--- config.mk ---
export PLATFORM = sky130hd
export DESIGN_NAME = wav_pcm_stream_decoder_unit_flat
export DESIGN_NICKNAME = d
export VERILOG_FILES = /design/src/rtl/wpsd_pkg.sv /design/src/rtl/wpsd_if.sv /design/src/rtl/wav_pcm_stream_decoder_unit.sv /design/src/flat_wrapper.sv
export VERILOG_INCLUDE_DIRS = /design/src /design/src/rtl
export SDC_FILE = /design/constraint.sdc
export NUM_CORES = 2
export LEC_CHECK = 0
export ABC_AREA = 1
export BUFFER_PORTS_ARGS = -buffer_cell sky130_fd_sc_hd__buf_2
export CAP_MARGIN = 25
export CORE_MARGIN = 2
export CORE_UTILIZATION = 31
export DETAILED_ROUTE_END_ITERATION = 16
export PLACE_DENSITY_LB_ADDON = 0.15
export SYNTH_ARGS = -nofsm -noshare
export SYNTH_HDL_FRONTEND = slang
export SYNTH_SLANG_ARGS = --single-unit
export TNS_END_PERCENT = 30
--- constraint.sdc ---
create_clock -name clock -period 16.85 [get_ports clock]
set_input_delay 0.8425 -clock clock [delete_from_list [all_inputs] [get_ports clock]]
set_output_delay 0.8425 -clock clock [all_outputs]
set_load 0.005 [all_outputs]
--- src/rtl/wav_pcm_stream_decoder_unit_macros.svh ---
// Assertion macros shared by the decoder RTL.
`ifndef WAV_PCM_STREAM_DECODER_UNIT_MACROS_SVH
`define WAV_PCM_STREAM_DECODER_UNIT_MACROS_SVH
`ifndef NO_ASSERTIONS
// Same-cycle implication.
`define WPSD_ASSERT_IMPLIES(label, clk, rst, ante, cons) \
   label: assert property (@(posedge clk) disable iff (rst) (ante) |-> (cons)) \
      else $error("wpsd: implication check failed");
// Next-cycle implication.
`define WPSD_ASSERT_NEXT(label, clk, rst, ante, cons) \
   label: assert property (@(posedge clk) disable iff (rst) (ante) |=> (cons)) \
      else $error("wpsd: next-cycle check failed");
`else
`define WPSD_ASSERT_IMPLIES(label, clk, rst, ante, cons)
`define WPSD_ASSERT_NEXT(label, clk, rst, ante, cons)
`endif
`endif

--- src/rtl/wpsd_pkg.sv ---
// Types and constants of the WAV PCM stream decoder.
`timescale 1ns / 1ps
package wpsd_pkg;

   // result kinds
   localparam logic [2:0] KIND_SAMPLE      = 3'd0;
   localparam logic [2:0] KIND_FORMAT      = 3'd1;
   localparam logic [2:0] KIND_BAD_HEADER  = 3'd2;
   localparam logic [2:0] KIND_UNSUPPORTED = 3'd3;
   localparam logic [2:0] KIND_END         = 3'd4;

   // chunk tags, little-endian as they arrive
   localparam logic [31:0] TAG_RIFF = 32'h4646_4952;
   localparam logic [31:0] TAG_WAVE = 32'h4556_4157;
   localparam logic [31:0] TAG_FMT  = 32'h2074_6D66;
   localparam logic [31:0] TAG_DATA = 32'h6174_6164;

   localparam logic [31:0] RATE_MIN = 32'd8000;
   localparam logic [31:0] RATE_MAX = 32'd48000;
   localparam logic [31:0] FMT_MIN_SIZE = 32'd16;

   // configuration register
   localparam logic       CSR_IDX_VOLUME = 1'b0;
   localparam logic [6:0] VOLUME_RESET   = 7'd100;

   // divide by 100: q = (x * RECIP_100) >> RECIP_SHIFT, exact for x < 2**22
   localparam int MAG_W       = 16;
   localparam int PROD_W      = 22;
   localparam int RECIP_W     = 23;
   localparam int RECIP_SHIFT = 29;
   localparam logic [RECIP_W-1:0] RECIP_100 = 23'd5368710;

   typedef struct packed {
      logic [2:0]  kind;
      logic [15:0] rate_hz;
      logic [1:0]  channel_count;
      logic [4:0]  sample_width;
      logic        last_of_run;
      logic        then_end;
   } meta_type;

endpackage

--- src/rtl/wpsd_if.sv ---
// Request and result channel interfaces of the WAV PCM stream decoder.
`timescale 1ns / 1ps
interface wpsd_req_if;
   logic       valid;
   logic       ready;
   logic [7:0] file_byte;
   logic       file_start;
   logic       file_end;
   modport source (output valid, file_byte, file_start, file_end, input ready);
   modport sink (input valid, file_byte, file_start, file_end, output ready);
endinterface

interface wpsd_rsp_if;
   logic              valid;
   logic              ready;
   logic [2:0]        result_kind;
   logic signed [15:0] left_sample;
   logic signed [15:0] right_sample;
   logic [15:0]       rate_hz;
   logic [1:0]        channel_count;
   logic [4:0]        sample_width;
   logic              last_of_run;
   modport source (output valid, result_kind, left_sample, right_sample, rate_hz,
                   channel_count, sample_width, last_of_run, input ready);
   modport sink (input valid, result_kind, left_sample, right_sample, rate_hz,
                 channel_count, sample_width, last_of_run, output ready);
endinterface

--- src/rtl/wav_pcm_stream_decoder_unit.sv ---
// Top level of the WAV PCM stream decoder: RIFF parser and sample scaler.
// Usage:
//   req_chan carries one file byte per request, with file_start on the first
//   byte of a file and file_end on its last. rsp_chan returns results: format
//   accepted / bad header / unsupported / end markers and scaled stereo pairs.
//   The csr_ port is an APB-style slave with one register, volume_percent at
//   byte address 0; write it only while no request is in flight.
// Pipeline: a request passes the input register, parse, gain multiply,
//   divide by 100 and the output register before its first result shows on
//   rsp_chan.
// Throughput: one request per cycle unless the output stalls. A byte that
//   causes two results (any result followed by the end marker) holds the
//   output register until the end marker is taken, and the pipe behind it fills up.
// Reset: synchronous, active high; clears the parser to idle, empties the
//   pipe and sets the volume to 100.
// Stall: every stage carries its own valid bit and loads when the next stage
//   frees up, so a stalled rsp_chan backs pressure up stage by stage until
//   req_chan.ready drops; nothing is dropped or repeated.
`timescale 1ns / 1ps
`include "wav_pcm_stream_decoder_unit_macros.svh"
module wav_pcm_stream_decoder_unit (
   input  logic              clock,
   input  logic              reset,
   wpsd_req_if.sink          req_chan,
   wpsd_rsp_if.source        rsp_chan,
   input  logic              csr_psel,
   input  logic              csr_penable,
   input  logic              csr_pwrite,
   input  logic [2:0]        csr_paddr,
   input  logic [31:0]       csr_pwdata,
   output logic [31:0]       csr_prdata,
   output logic              csr_pready
);

   // parser phases
   localparam logic [2:0] PH_IDLE = 3'd0;
   localparam logic [2:0] PH_RIFF = 3'd1;
   localparam logic [2:0] PH_CHDR = 3'd2;
   localparam logic [2:0] PH_FMT  = 3'd3;
   localparam logic [2:0] PH_SKIP = 3'd4;
   localparam logic [2:0] PH_DATA = 3'd5;
   localparam logic [2:0] PH_DONE = 3'd6;

   localparam int MW = wpsd_pkg::MAG_W;
   localparam int PW = wpsd_pkg::PROD_W;
   localparam int RW = wpsd_pkg::RECIP_W;

   // ---------------------------------------------------------------- config
   logic [6:0] vol_ff;

   assign csr_pready = 1'b1;

   always_ff @(posedge clock) begin
      if (reset) begin
         vol_ff <= wpsd_pkg::VOLUME_RESET;
      end else if (csr_psel && csr_penable && csr_pwrite &&
                   csr_paddr[2] == wpsd_pkg::CSR_IDX_VOLUME) begin
         vol_ff <= csr_pwdata[6:0];
      end
   end

   always_comb begin
      csr_prdata = '0;
      if (csr_paddr[2] == wpsd_pkg::CSR_IDX_VOLUME) begin
         csr_prdata = {25'd0, vol_ff};
      end
   end

   // ---------------------------------------------------------------- handshake
   logic in_valid_ff, s1_valid_ff, s2_valid_ff, s3_valid_ff, out_valid_ff, out_pend_ff;
   logic in_free, s1_free, s2_free, s3_free, out_free;
   logic fire;

   // The output register frees when it is empty or its result is taken and no
   // end marker waits behind it.
   assign out_free = !out_valid_ff || (rsp_chan.ready && !out_pend_ff);
   assign s3_free  = !s3_valid_ff || out_free;
   assign s2_free  = !s2_valid_ff || s3_free;
   assign s1_free  = !s1_valid_ff || s2_free;
   assign in_free  = !in_valid_ff || fire;
   assign req_chan.ready = in_free;

   // ---------------------------------------------------------------- input register
   logic [7:0] in_byte_ff;
   logic       in_start_ff, in_end_ff;

   always_ff @(posedge clock) begin
      if (reset) begin
         in_valid_ff <= 1'b0;
      end else if (in_free) begin
         in_valid_ff <= req_chan.valid;
         in_byte_ff  <= req_chan.file_byte;
         in_start_ff <= req_chan.file_start;
         in_end_ff   <= req_chan.file_end;
      end
   end

   // ---------------------------------------------------------------- parser state
   logic [2:0]  phase_ff,  phase_in;
   logic [3:0]  count_ff,  count_in;   // header byte index; pad flag while skipping
   logic [31:0] shift_ff,  shift_in;
   logic [31:0] chunk_ff,  chunk_in;
   logic [15:0] tag_ff,    tag_in;
   logic [15:0] chans_ff,  chans_in;
   logic [15:0] bits_ff,   bits_in;
   logic [31:0] rate_ff,   rate_in;
   logic        seen_ff,   seen_in;
   logic [31:0] remain_ff, remain_in;
   logic [23:0] held_ff,   held_in;
   logic [1:0]  fill_ff,   fill_in;

   logic                 res_valid;
   wpsd_pkg::meta_type   res_meta;
   logic                 res_sign_l, res_sign_r;
   logic [MW-1:0]        res_mag_l, res_mag_r;

   always_comb begin
      logic        active;
      logic [31:0] word;
      logic [31:0] frame;
      logic [31:0] skip_len;
      logic        skip_pad;
      logic        frame_done;
      logic        fmt_ok;
      logic [15:0] samp_l, samp_r;

      phase_in  = phase_ff;
      count_in  = count_ff;
      shift_in  = shift_ff;
      chunk_in  = chunk_ff;
      tag_in    = tag_ff;
      chans_in  = chans_ff;
      bits_in   = bits_ff;
      rate_in   = rate_ff;
      seen_in   = seen_ff;
      remain_in = remain_ff;
      held_in   = held_ff;
      fill_in   = fill_ff;

      res_valid  = 1'b0;
      res_meta   = '0;
      res_sign_l = 1'b0;
      res_sign_r = 1'b0;
      res_mag_l  = '0;
      res_mag_r  = '0;

      word       = '0;
      frame      = '0;
      skip_len   = '0;
      skip_pad   = 1'b0;
      frame_done = 1'b0;
      fmt_ok     = 1'b0;
      samp_l     = '0;
      samp_r     = '0;

      // restart on file_start whatever the phase
      if (in_start_ff) begin
         phase_in  = PH_RIFF;
         count_in  = '0;
         shift_in  = '0;
         chunk_in  = '0;
         tag_in    = '0;
         chans_in  = '0;
         bits_in   = '0;
         rate_in   = '0;
         seen_in   = 1'b0;
         remain_in = '0;
         held_in   = '0;
         fill_in   = '0;
      end

      active = (phase_in != PH_IDLE);

      if (active) begin
         word     = {in_byte_ff, shift_in[31:8]};
         shift_in = word;

         case (phase_in)
            PH_RIFF: begin
               if (count_in == 4'd3 && word != wpsd_pkg::TAG_RIFF) begin
                  res_valid     = 1'b1;
                  res_meta.kind = wpsd_pkg::KIND_BAD_HEADER;
                  phase_in      = PH_DONE;
               end else if (count_in == 4'd11) begin
                  if (word != wpsd_pkg::TAG_WAVE) begin
                     res_valid     = 1'b1;
                     res_meta.kind = wpsd_pkg::KIND_BAD_HEADER;
                     phase_in      = PH_DONE;
                  end else begin
                     phase_in = PH_CHDR;
                     count_in = '0;
                  end
               end else begin
                  count_in = count_in + 4'd1;
               end
            end
            PH_CHDR: begin
               if (count_in == 4'd3) begin
                  chunk_in = word;
                  count_in = count_in + 4'd1;
               end else if (count_in == 4'd7) begin
                  count_in = '0;
                  if (chunk_in == wpsd_pkg::TAG_FMT) begin
                     if (word < wpsd_pkg::FMT_MIN_SIZE) begin
                        res_valid     = 1'b1;
                        res_meta.kind = wpsd_pkg::KIND_BAD_HEADER;
                        phase_in      = PH_DONE;
                     end else begin
                        chunk_in = word;
                        phase_in = PH_FMT;
                     end
                  end else if (chunk_in == wpsd_pkg::TAG_DATA && seen_ff) begin
                     remain_in = word;
                     fmt_ok = (tag_in == 16'd1) &&
                              (chans_in == 16'd1 || chans_in == 16'd2) &&
                              (bits_in == 16'd8 || bits_in == 16'd16) &&
                              (rate_in >= wpsd_pkg::RATE_MIN) &&
                              (rate_in <= wpsd_pkg::RATE_MAX);
                     res_valid = 1'b1;
                     if (fmt_ok) begin
                        res_meta.kind          = wpsd_pkg::KIND_FORMAT;
                        res_meta.rate_hz       = rate_in[15:0];
                        res_meta.channel_count = chans_in[1:0];
                        res_meta.sample_width  = bits_in[4:0];
                        phase_in               = PH_DATA;
                     end else begin
                        res_meta.kind = wpsd_pkg::KIND_UNSUPPORTED;
                        phase_in      = PH_DONE;
                     end
                  end else begin
                     skip_len = word;
                     skip_pad = word[0];
                     chunk_in = skip_len;
                     count_in = {3'd0, skip_pad};
                     if (skip_len == '0 && !skip_pad) begin
                        phase_in = PH_CHDR;
                     end else begin
                        phase_in = PH_SKIP;
                     end
                  end
               end else begin
                  count_in = count_in + 4'd1;
               end
            end
            PH_FMT: begin
               if (count_in == 4'd1) tag_in = word[31:16];
               if (count_in == 4'd3) chans_in = word[31:16];
               if (count_in == 4'd7) rate_in = word;
               if (count_in == 4'd15) begin
                  bits_in  = word[31:16];
                  seen_in  = 1'b1;
                  // skip what is left of the fmt chunk, plus its pad byte
                  skip_len = chunk_in - wpsd_pkg::FMT_MIN_SIZE;
                  skip_pad = chunk_in[0];
                  chunk_in = skip_len;
                  count_in = {3'd0, skip_pad};
                  if (skip_len == '0 && !skip_pad) begin
                     phase_in = PH_CHDR;
                  end else begin
                     phase_in = PH_SKIP;
                  end
               end else begin
                  count_in = count_in + 4'd1;
               end
            end
            PH_SKIP: begin
               if (chunk_in != '0) begin
                  chunk_in = chunk_in - 32'd1;
               end else begin
                  count_in = '0;
               end
               if (chunk_in == '0 && count_in == '0) begin
                  phase_in = PH_CHDR;
               end
            end
            PH_DATA: begin
               if (remain_in != '0) begin
                  remain_in = remain_in - 32'd1;
                  frame = {8'd0, held_in} | ({24'd0, in_byte_ff} << {fill_in, 3'b000});
                  // frame length 1, 2 or 4 bytes
                  if (bits_in[3] && chans_in[0]) begin
                     frame_done = 1'b1;
                  end else if (bits_in[3] || chans_in[0]) begin
                     frame_done = (fill_in != 2'd0);
                  end else begin
                     frame_done = (fill_in == 2'd3);
                  end
                  if (frame_done) begin
                     if (bits_in[3]) begin
                        samp_l = {~frame[7], frame[6:0], 8'h00};
                        samp_r = {~frame[15], frame[14:8], 8'h00};
                     end else begin
                        samp_l = frame[15:0];
                        samp_r = frame[31:16];
                     end
                     if (chans_in[0]) begin
                        samp_r = samp_l;
                     end
                     res_valid     = 1'b1;
                     res_meta.kind = wpsd_pkg::KIND_SAMPLE;
                     res_sign_l    = samp_l[15];
                     res_sign_r    = samp_r[15];
                     res_mag_l     = samp_l[15] ? (~samp_l + 16'd1) : samp_l;
                     res_mag_r     = samp_r[15] ? (~samp_r + 16'd1) : samp_r;
                     held_in       = '0;
                     fill_in       = '0;
                  end else begin
                     held_in = frame[23:0];
                     fill_in = fill_in + 2'd1;
                  end
               end
            end
            default: begin
            end
         endcase

         // end of file: close out with the end marker, after a bad-header
         // result when the header never completed
         if (in_end_ff) begin
            if (res_valid) begin
               res_meta.then_end = 1'b1;
            end else if (phase_in inside {[PH_RIFF:PH_SKIP]}) begin
               res_valid         = 1'b1;
               res_meta.kind     = wpsd_pkg::KIND_BAD_HEADER;
               res_meta.then_end = 1'b1;
            end else begin
               res_valid     = 1'b1;
               res_meta.kind = wpsd_pkg::KIND_END;
            end
            phase_in  = PH_IDLE;
            count_in  = '0;
            shift_in  = '0;
            chunk_in  = '0;
            tag_in    = '0;
            chans_in  = '0;
            bits_in   = '0;
            rate_in   = '0;
            seen_in   = 1'b0;
            remain_in = '0;
            held_in   = '0;
            fill_in   = '0;
         end
         res_meta.last_of_run = !res_meta.then_end;
      end
   end

   // A byte with no result never waits for the pipe.
   assign fire = in_valid_ff && (!res_valid || s1_free);

   always_ff @(posedge clock) begin
      if (reset) begin
         phase_ff  <= PH_IDLE;
         count_ff  <= '0;
         shift_ff  <= '0;
         chunk_ff  <= '0;
         tag_ff    <= '0;
         chans_ff  <= '0;
         bits_ff   <= '0;
         rate_ff   <= '0;
         seen_ff   <= 1'b0;
         remain_ff <= '0;
         held_ff   <= '0;
         fill_ff   <= '0;
      end else if (fire) begin
         phase_ff  <= phase_in;
         count_ff  <= count_in;
         shift_ff  <= shift_in;
         chunk_ff  <= chunk_in;
         tag_ff    <= tag_in;
         chans_ff  <= chans_in;
         bits_ff   <= bits_in;
         rate_ff   <= rate_in;
         seen_ff   <= seen_in;
         remain_ff <= remain_in;
         held_ff   <= held_in;
         fill_ff   <= fill_in;
      end
   end

   // ---------------------------------------------------------------- stage 1: parsed result
   wpsd_pkg::meta_type s1_meta_ff;
   logic               s1_sign_l_ff, s1_sign_r_ff;
   logic [MW-1:0]      s1_mag_l_ff, s1_mag_r_ff;

   always_ff @(posedge clock) begin
      if (reset) begin
         s1_valid_ff <= 1'b0;
      end else if (s1_free) begin
         s1_valid_ff  <= fire && res_valid;
         s1_meta_ff   <= res_meta;
         s1_sign_l_ff <= res_sign_l;
         s1_sign_r_ff <= res_sign_r;
         s1_mag_l_ff  <= res_mag_l;
         s1_mag_r_ff  <= res_mag_r;
      end
   end

   // ---------------------------------------------------------------- stage 2: gain multiply
   wpsd_pkg::meta_type s2_meta_ff;
   logic               s2_sign_l_ff, s2_sign_r_ff;
   logic [PW-1:0]      s2_prod_l_ff, s2_prod_r_ff;
   logic [MW+6:0]      gain_l, gain_r;

   assign gain_l = {7'd0, s1_mag_l_ff} * {{MW{1'b0}}, vol_ff};
   assign gain_r = {7'd0, s1_mag_r_ff} * {{MW{1'b0}}, vol_ff};

   always_ff @(posedge clock) begin
      if (reset) begin
         s2_valid_ff <= 1'b0;
      end else if (s2_free) begin
         s2_valid_ff  <= s1_valid_ff;
         s2_meta_ff   <= s1_meta_ff;
         s2_sign_l_ff <= s1_sign_l_ff;
         s2_sign_r_ff <= s1_sign_r_ff;
         s2_prod_l_ff <= gain_l[PW-1:0];
         s2_prod_r_ff <= gain_r[PW-1:0];
      end
   end

   // ---------------------------------------------------------------- stage 3: divide by 100
   wpsd_pkg::meta_type s3_meta_ff;
   logic               s3_sign_l_ff, s3_sign_r_ff;
   logic [MW-1:0]      s3_quo_l_ff, s3_quo_r_ff;
   logic [PW+RW-1:0]   recip_l, recip_r;

   assign recip_l = {{RW{1'b0}}, s2_prod_l_ff} * {{PW{1'b0}}, wpsd_pkg::RECIP_100};
   assign recip_r = {{RW{1'b0}}, s2_prod_r_ff} * {{PW{1'b0}}, wpsd_pkg::RECIP_100};

   always_ff @(posedge clock) begin
      if (reset) begin
         s3_valid_ff <= 1'b0;
      end else if (s3_free) begin
         s3_valid_ff  <= s2_valid_ff;
         s3_meta_ff   <= s2_meta_ff;
         s3_sign_l_ff <= s2_sign_l_ff;
         s3_sign_r_ff <= s2_sign_r_ff;
         s3_quo_l_ff  <= recip_l[wpsd_pkg::RECIP_SHIFT +: MW];
         s3_quo_r_ff  <= recip_r[wpsd_pkg::RECIP_SHIFT +: MW];
      end
   end

   // ---------------------------------------------------------------- output register
   logic [15:0] sat_l, sat_r;

   // restore sign and saturate to the 16-bit range
   always_comb begin
      if (s3_sign_l_ff) begin
         sat_l = (s3_quo_l_ff > 16'h8000) ? 16'h8000 : (~s3_quo_l_ff + 16'd1);
      end else begin
         sat_l = (s3_quo_l_ff > 16'h7FFF) ? 16'h7FFF : s3_quo_l_ff;
      end
      if (s3_sign_r_ff) begin
         sat_r = (s3_quo_r_ff > 16'h8000) ? 16'h8000 : (~s3_quo_r_ff + 16'd1);
      end else begin
         sat_r = (s3_quo_r_ff > 16'h7FFF) ? 16'h7FFF : s3_quo_r_ff;
      end
   end

   logic [2:0]  out_kind_ff;
   logic [15:0] out_left_ff, out_right_ff, out_rate_ff;
   logic [1:0]  out_chans_ff;
   logic [4:0]  out_width_ff;
   logic        out_last_ff;

   always_ff @(posedge clock) begin
      if (reset) begin
         out_valid_ff <= 1'b0;
         out_pend_ff  <= 1'b0;
      end else if (out_valid_ff && out_pend_ff && rsp_chan.ready) begin
         // first result taken: advance to the end marker of the same byte
         out_pend_ff  <= 1'b0;
         out_kind_ff  <= wpsd_pkg::KIND_END;
         out_left_ff  <= '0;
         out_right_ff <= '0;
         out_rate_ff  <= '0;
         out_chans_ff <= '0;
         out_width_ff <= '0;
         out_last_ff  <= 1'b1;
      end else if (out_free) begin
         out_valid_ff <= s3_valid_ff;
         out_pend_ff  <= s3_valid_ff && s3_meta_ff.then_end;
         out_kind_ff  <= s3_meta_ff.kind;
         out_left_ff  <= sat_l;
         out_right_ff <= sat_r;
         out_rate_ff  <= s3_meta_ff.rate_hz;
         out_chans_ff <= s3_meta_ff.channel_count;
         out_width_ff <= s3_meta_ff.sample_width;
         out_last_ff  <= s3_meta_ff.last_of_run;
      end
   end

   assign rsp_chan.valid         = out_valid_ff;
   assign rsp_chan.result_kind   = out_kind_ff;
   assign rsp_chan.left_sample   = out_left_ff;
   assign rsp_chan.right_sample  = out_right_ff;
   assign rsp_chan.rate_hz       = out_rate_ff;
   assign rsp_chan.channel_count = out_chans_ff;
   assign rsp_chan.sample_width  = out_width_ff;
   assign rsp_chan.last_of_run   = out_last_ff;

   // ---------------------------------------------------------------- assertions
   `WPSD_ASSERT_IMPLIES(a_pend_holds_first, clock, reset, out_pend_ff, out_valid_ff && out_kind_ff != wpsd_pkg::KIND_END && !out_last_ff)
   `WPSD_ASSERT_NEXT(a_end_follows, clock, reset, out_valid_ff && out_pend_ff && rsp_chan.ready, out_valid_ff && out_kind_ff == wpsd_pkg::KIND_END && out_last_ff)
   `WPSD_ASSERT_IMPLIES(a_sample_in_data, clock, reset, fire && res_valid && res_meta.kind == wpsd_pkg::KIND_SAMPLE, phase_ff == PH_DATA && !in_start_ff)

endmodule
--- src/flat_wrapper.sv ---
// flat-port wrapper written by rule: the top's interface ports become plain ports
module wav_pcm_stream_decoder_unit_flat 
  (clock, reset, csr_psel, csr_penable, csr_pwrite, csr_paddr, csr_pwdata, csr_prdata, csr_pready, req_chan_valid, req_chan_file_byte, req_chan_file_start, req_chan_file_end, req_chan_ready, rsp_chan_valid, rsp_chan_result_kind, rsp_chan_left_sample, rsp_chan_right_sample, rsp_chan_rate_hz, rsp_chan_channel_count, rsp_chan_sample_width, rsp_chan_last_of_run, rsp_chan_ready);
  wpsd_req_if req_chan_i ();
  wpsd_rsp_if rsp_chan_i ();
  input  logic clock;
  input  logic reset;
  input  logic csr_psel;
  input  logic csr_penable;
  input  logic csr_pwrite;
  input  logic [2:0] csr_paddr;
  input  logic [31:0] csr_pwdata;
  output logic [31:0] csr_prdata;
  output logic csr_pready;
  input wire logic [$bits(req_chan_i.valid)-1:0] req_chan_valid;
  input wire logic [$bits(req_chan_i.file_byte)-1:0] req_chan_file_byte;
  input wire logic [$bits(req_chan_i.file_start)-1:0] req_chan_file_start;
  input wire logic [$bits(req_chan_i.file_end)-1:0] req_chan_file_end;
  output wire logic [$bits(req_chan_i.ready)-1:0] req_chan_ready;
  output wire logic [$bits(rsp_chan_i.valid)-1:0] rsp_chan_valid;
  output wire logic [$bits(rsp_chan_i.result_kind)-1:0] rsp_chan_result_kind;
  output wire logic [$bits(rsp_chan_i.left_sample)-1:0] rsp_chan_left_sample;
  output wire logic [$bits(rsp_chan_i.right_sample)-1:0] rsp_chan_right_sample;
  output wire logic [$bits(rsp_chan_i.rate_hz)-1:0] rsp_chan_rate_hz;
  output wire logic [$bits(rsp_chan_i.channel_count)-1:0] rsp_chan_channel_count;
  output wire logic [$bits(rsp_chan_i.sample_width)-1:0] rsp_chan_sample_width;
  output wire logic [$bits(rsp_chan_i.last_of_run)-1:0] rsp_chan_last_of_run;
  input wire logic [$bits(rsp_chan_i.ready)-1:0] rsp_chan_ready;
  assign req_chan_i.valid = req_chan_valid;
  assign req_chan_i.file_byte = req_chan_file_byte;
  assign req_chan_i.file_start = req_chan_file_start;
  assign req_chan_i.file_end = req_chan_file_end;
  assign req_chan_ready = req_chan_i.ready;
  assign rsp_chan_valid = rsp_chan_i.valid;
  assign rsp_chan_result_kind = rsp_chan_i.result_kind;
  assign rsp_chan_left_sample = rsp_chan_i.left_sample;
  assign rsp_chan_right_sample = rsp_chan_i.right_sample;
  assign rsp_chan_rate_hz = rsp_chan_i.rate_hz;
  assign rsp_chan_channel_count = rsp_chan_i.channel_count;
  assign rsp_chan_sample_width = rsp_chan_i.sample_width;
  assign rsp_chan_last_of_run = rsp_chan_i.last_of_run;
  assign rsp_chan_i.ready = rsp_chan_ready;
  wav_pcm_stream_decoder_unit u_core (.clock(clock), .reset(reset), .req_chan(req_chan_i), .rsp_chan(rsp_chan_i), .csr_psel(csr_psel), .csr_penable(csr_penable), .csr_pwrite(csr_pwrite), .csr_paddr(csr_paddr), .csr_pwdata(csr_pwdata), .csr_prdata(csr_prdata), .csr_pready(csr_pready));
endmodule
=== Word level (Yosys, flattened, before mapping) ===
Index checks and enable logic that the tools add are counted.

* Bits in registers: 482
* Latch bits: 0
* Memory bits (writable): 0
* ROM bits: 0
* Bits of input ports: 52
* Output and inout bits: 94
* Word-level logic and storage cells: 338
* Memories: 0

* Add/subtract/negate cells: 9
* Multipliers: 4
* Divide/modulo/power cells: 0
* Order comparisons: 9
* Equality and inequality tests: 20
* Shift operators: 1
* Muxes and demuxes: 160
* Bitwise logic cells: 15
* Reductions and logical operators: 59

{| class="wikitable"
|+ Operators with widths
! kind !! count
|-
| 32-bit 2-to-1 mux || 28
|-
| 16-bit 2-to-1 mux || 35
|-
| 24-bit 2-to-1 mux || 6
|-
| 32-bit logical NOT || 3
|-
| 32-bit one-hot mux with 3 select lines || 1
|-
| 22-bit by 22-bit multiplier with 44-bit output, second input constant || 2
|-
| 26-bit 2-to-1 mux || 3
|-
| 3-bit 2-to-1 mux || 23
|-
| 16-bit by 1-bit adder with 16-bit output, second input constant || 4
|-
| 32-bit by 31-bit inequality test with 1-bit output, second input constant || 2
|-
| 16-bit inverter || 4
|-
| 32-bit one-hot mux with 2 select lines || 1
|-
| 32-bit nonzero test || 2
|-
| 32-bit by 1-bit subtractor with 32-bit output, second input constant || 2
|-
| 4-bit 2-to-1 mux || 13
|-
| 23-bit 2-to-1 mux || 2
|-
| 16-bit by 7-bit multiplier with 22-bit output || 2
|-
| 16-bit by 1-bit == test with 1-bit output, second input constant || 2
|-
| 32-bit by 30-bit == test with 1-bit output, second input constant || 1
|-
| 32-bit by 31-bit == test with 1-bit output, second input constant || 1
|-
| 32-bit by 13-bit greater-or-equal comparator with 1-bit output, second input constant || 1
|-
| 16-bit by 15-bit > comparator with 1-bit output, second input constant || 2
|-
| 16-bit > comparator, second input constant || 2
|-
| 32-bit by 16-bit <= comparator with 1-bit output, second input constant || 1
|-
| other kinds (40) || 134
|}

=== Logic depth before layout (Yosys ltp) ===
* Word-level depth: 21
* Gate-level depth with buffers: 33
* Gate-level depth less buffers: 27

=== Worst setup path before layout ===
No wires, ideal clock.

* Path type: flip-flop to flip-flop
* From: register u_core.s2_prod_l_ff[12]
* To: register u_core.s3_quo_l_ff[13], data pin
* Arrival: 5611 ps
* Data required time: 16598 ps
* Setup slack: 10987 ps
* Stages on the path, launching flop included: 26
* Path buffers: 0
* Period minus slack after synthesis: 5863 ps
* Path through: edfxtp_1 ha_1 inv_1 fa_1 fa_1 fa_1 inv_1 fa_1 fa_1 inv_1 fa_1 inv_1 ha_1 a21oi_1 o21ai_0 nand2_1 o211ai_1 o21bai_1 a21boi_0 o21bai_1 a21oi_1 inv_1 nand2_1 nand2_1 nand2_1 nand2_1

* Cells in the longest elaborated chain, start to end: 1

{| class="wikitable"
|+ RTL lines
! item !! RTL line !! text
|-
| start, declared || wav_pcm_stream_decoder_unit.sv:401 || <nowiki>logic [PW-1:0] s2_prod_l_ff, s2_prod_r_ff;</nowiki>
|-
| start signal, assigned || wav_pcm_stream_decoder_unit.sv:415 || <nowiki>s2_prod_l_ff <= gain_l[PW-1:0];</nowiki>
|-
| 22-bit by 22-bit multiplier with 44-bit output || wav_pcm_stream_decoder_unit.sv:426 || <nowiki>assign recip_l = {{RW{1'b0}}, s2_prod_l_ff} * {{PW{1'b0}}, wpsd_pkg::RECIP_100};</nowiki>
|-
| named net u_core.recip_l[42] || wav_pcm_stream_decoder_unit.sv:424 || <nowiki>logic [PW+RW-1:0] recip_l, recip_r;</nowiki>
|-
| end signal, assigned || wav_pcm_stream_decoder_unit.sv:437 || <nowiki>s3_quo_l_ff <= recip_l[wpsd_pkg::RECIP_SHIFT +: MW];</nowiki>
|-
| end, declared || wav_pcm_stream_decoder_unit.sv:423 || <nowiki>logic [MW-1:0] s3_quo_l_ff, s3_quo_r_ff;</nowiki>
|}

The timed path passes the listed nets, and every way through them passes these cells.
A chain may end at the register's enable or synchronous reset.

=== Worst setup path after layout ===
* From: register u_core.in_start_ff
* To: register u_core.chunk_ff[27]

* Cells in the longest elaborated chain, start to end: 16

{| class="wikitable"
|+ RTL lines
! item !! RTL line !! text
|-
| start, declared || wav_pcm_stream_decoder_unit.sv:85 || <nowiki>logic in_start_ff, in_end_ff;</nowiki>
|-
| start signal, assigned || wav_pcm_stream_decoder_unit.sv:93 || <nowiki>in_start_ff <= req_chan.file_start;</nowiki>
|-
| parallel branches: the longest is 16 deep, another holds 32-bit by 5-bit < comparator with 1-bit output || -- ||
|-
| end signal, assigned || wav_pcm_stream_decoder_unit.sv:368 || <nowiki>chunk_ff <= chunk_in;</nowiki>
|-
| end, declared || wav_pcm_stream_decoder_unit.sv:102 || <nowiki>logic [31:0] chunk_ff, chunk_in;</nowiki>
|}

Several ways; the timed one is not identified. The select of a mux whose other input is x is not followed.

==> flow_summary.ini <==
[drt]
wl_met3_um = 7710
firstDrtPassIters = 6
drt-met1-wl_um = 73400
route.met2.wl_um = 75700
drc_errors = 0
vias = 42800
wl_um = 162000
topRoutingLayerUsed = met5
ant_nets = 0
drtIter0Drc = 2818
avgRoutedWirePerCell_um = 18.7
vias_per_cell = 4.94

[setup_path]
reg2reg_slack_ps = 9470
crit_type = reg -> reg
ff2ff_path_depth = 23
start_kind = register
end_kind = register
worstPathCellList = buf_4 -> inv_6 -> buf_4 -> buf_4 -> nand2_1 -> inv_1 -> nand3_1 -> nor3_1 -> nand4_1 -> nand2_1 -> nand2_1 -> nand2_2 -> nand2_1 -> nor2_4 -> nand2_2 -> nand2_1 -> nand2_4 -> inv_6 -> buf_4 -> buf_4 -> o21ai_0 -> nor2_1 -> nor2_1
r2r-end = u_core.chunk_ff[27]
slowest_stage = buf_4
r2r-start = u_core.in_start_ff
cp_num_buf_inv = 8
worst_path_largest_cell_delay_ps = 840
critPathMaxFanout = 93
required_ps = 17410
arrival_ps = 7940
cpLargestDelayFamily = buffers and inverters

[clocking]
postCtsHoldBufs = 0
cts_tree = built
htreeDepth = 3
cts-root-to-sink-buffers = 3
cts_made_buffers = 69
cts_root_buf = clkbuf_16
postCtsSetupBuffers = 0
post_cts_resized = 0
clkSinkCount = 482
cts.clk_slew.worst_paths_ps = 50
clk_latency_ps = 680

[timing]
post-route-period-util_pct = 43.8
drv_slew = 0
max_slew_margin_pct = 28.5
rsz0062_at_grt = false
hold_ws_ps = 378
setup_tns_ps = 0
min_period_ps = 7380
skew_ps = 32.0
setup_viol = 0
final-hold-violation-count = 0
fmax_mhz = 136
tightest_slew_ps = 1070

[synth]
synth-async-reset-ratio_pct = 0
ys_types = 64
netlist_area_um2 = 51800
synth_common_cells = inv_1, nand2_1, ha_1
syn_inst = 6426
synth.most_common_cell = inv_1
synth_top_area_share_pct = 19.0
syn_avg_cell_area_um2 = 8.06
synth_edf_count = 267
ys_ff_latch = 482
ys_seq_area_share_pct = 23.8
synth-main-ff-cell = edfxtp_1
synth.largest_area_cell = fa_1
ys_warn_count = 0
yosys-top-cells-area = fa_1, edfxtp_1, ha_1

[min_path]
min_from = req_chan_file_byte[2]
hp-class = in -> reg
min_to = u_core.in_byte_ff[2]
min_path_cells = 1

[floorplanning]
die_area_um2 = 170000
die_w_um = 413
io_pins = 146
fp.coreArea_um2 = 165000
die_h_um = 413
initial_core_util_pct = 31.3
num_rows = 149

[global_route]
grt_pass1_wl_um = 252000
grt_usage_pct = 19.0
grt_max_degree = 94
antenna_found_initial = 8
grt.overflow.total = 0
first_global_vias = 42600

[finish]
fillers = 17600
area_growth_syn_to_layout_pct = 8.98
drive_gt1_share_pct = 5.63
final_net_count = 7525

[outcome]
outcome = complete, no violations

[run]
maxCapViolations = 0

[place]
io_buffers = 92
dpl.hpwl_um = 125000
place_congestion = 0.909
[worst max path at each step]
stage,startpoint,to,slack (ps),depth (start not counted)
final,u_core.in_start_ff,u_core.chunk_ff[27],9470,23
after global placement,u_core.in_start_ff,u_core.chunk_ff[30],9480,23
after global routing,u_core.in_start_ff,u_core.chunk_ff[27],8920,23
after floorplan,u_core.s2_prod_l_ff[12],u_core.s3_quo_l_ff[13],10990,25
after detailed placement,u_core.in_start_ff,u_core.chunk_ff[27],9460,23
after CTS,u_core.in_start_ff,u_core.chunk_ff[27],9450,23
[logic make-up after synthesis]
family | synth area share, %
adder cells (fa/ha/maj) | 32.7
AND/OR/NAND/NOR | 16.4
buffers and inverters | 11.4
flip-flops | 23.8
XOR/XNOR | 2.18
AO/OA/AOI/OAI | 13.6
other | 0.0145
[final cells by class]
cell class,count,area [um2],share of cell area [%]
clock inverters,35,303,0.537
clock buffers,88,1840,3.26
multi-input cells,4493,33700,59.8
repair buffers,142,872,1.55
diodes,2,5.00,0.00887
flip-flops and latches,482,12300,21.8
inverters,1228,4620,8.20
well taps,2189,2740,4.86
[cells in the final DEF (no fill, tap or decap), drive strengths merged, types with 6 or more instances in the layout]
master	instances
nand4	81
buf	142
nand3	188
nor3	66
clkbuf	88
edfxtp	267
o21ai	485
o21a	12
xor2	91
a31oi	26
inv	1225
o31ai	16
clkinv	32
nor4	22
conb	29
nand3b	7
fa	492
a21oi	492
ha	565
xnor2	38
a22oi	12
nor2	551
nand2	1096
o21bai	8
a211oi	43
a21o	6
o2111ai	9
or2	7
a21boi	9
o22ai	36
o211ai	61
o311ai	11
dfxtp	215
o221ai	15
[registers in the layout, summed over array words and instances (netlist names), 22 cells and up]
register / count
u_core.chunk_ff: 32
u_core.held_ff: 24
u_core.rate_ff: 32
u_core.remain_ff: 32
u_core.s1_meta_ff: 28
u_core.s2_meta_ff: 28
u_core.s2_prod_l_ff: 22
u_core.s2_prod_r_ff: 22
u_core.s3_meta_ff: 28
u_core.shift_ff: 24
[metal layers]
layer | GRT usage (%) | vias to the layer above
li1 | - | 20800
met1 | 25.5 | 20800
met3 | 2.87 | 219
met5 | 0 | -
met4 | 6.13 | 4
met2 | 31.3 | 893
[per-stage QoR]
stage          area [um2]  setup WS, ps  std cells  util, %
2_1_floorplan       51900         10990       6453        -
3_3_place_gp        54200          9480       8531     32.8
3_5_place_dp        54200          9460       8532     32.8
4_1_cts             56400          9450       8655     34.1
5_1_grt             56400          8920       8657     34.1
6_report            56400          9470       8659     34.1
Power is not shown: default switching activity piles up to over one toggle a cycle in this logic, so the estimate is an artifact.
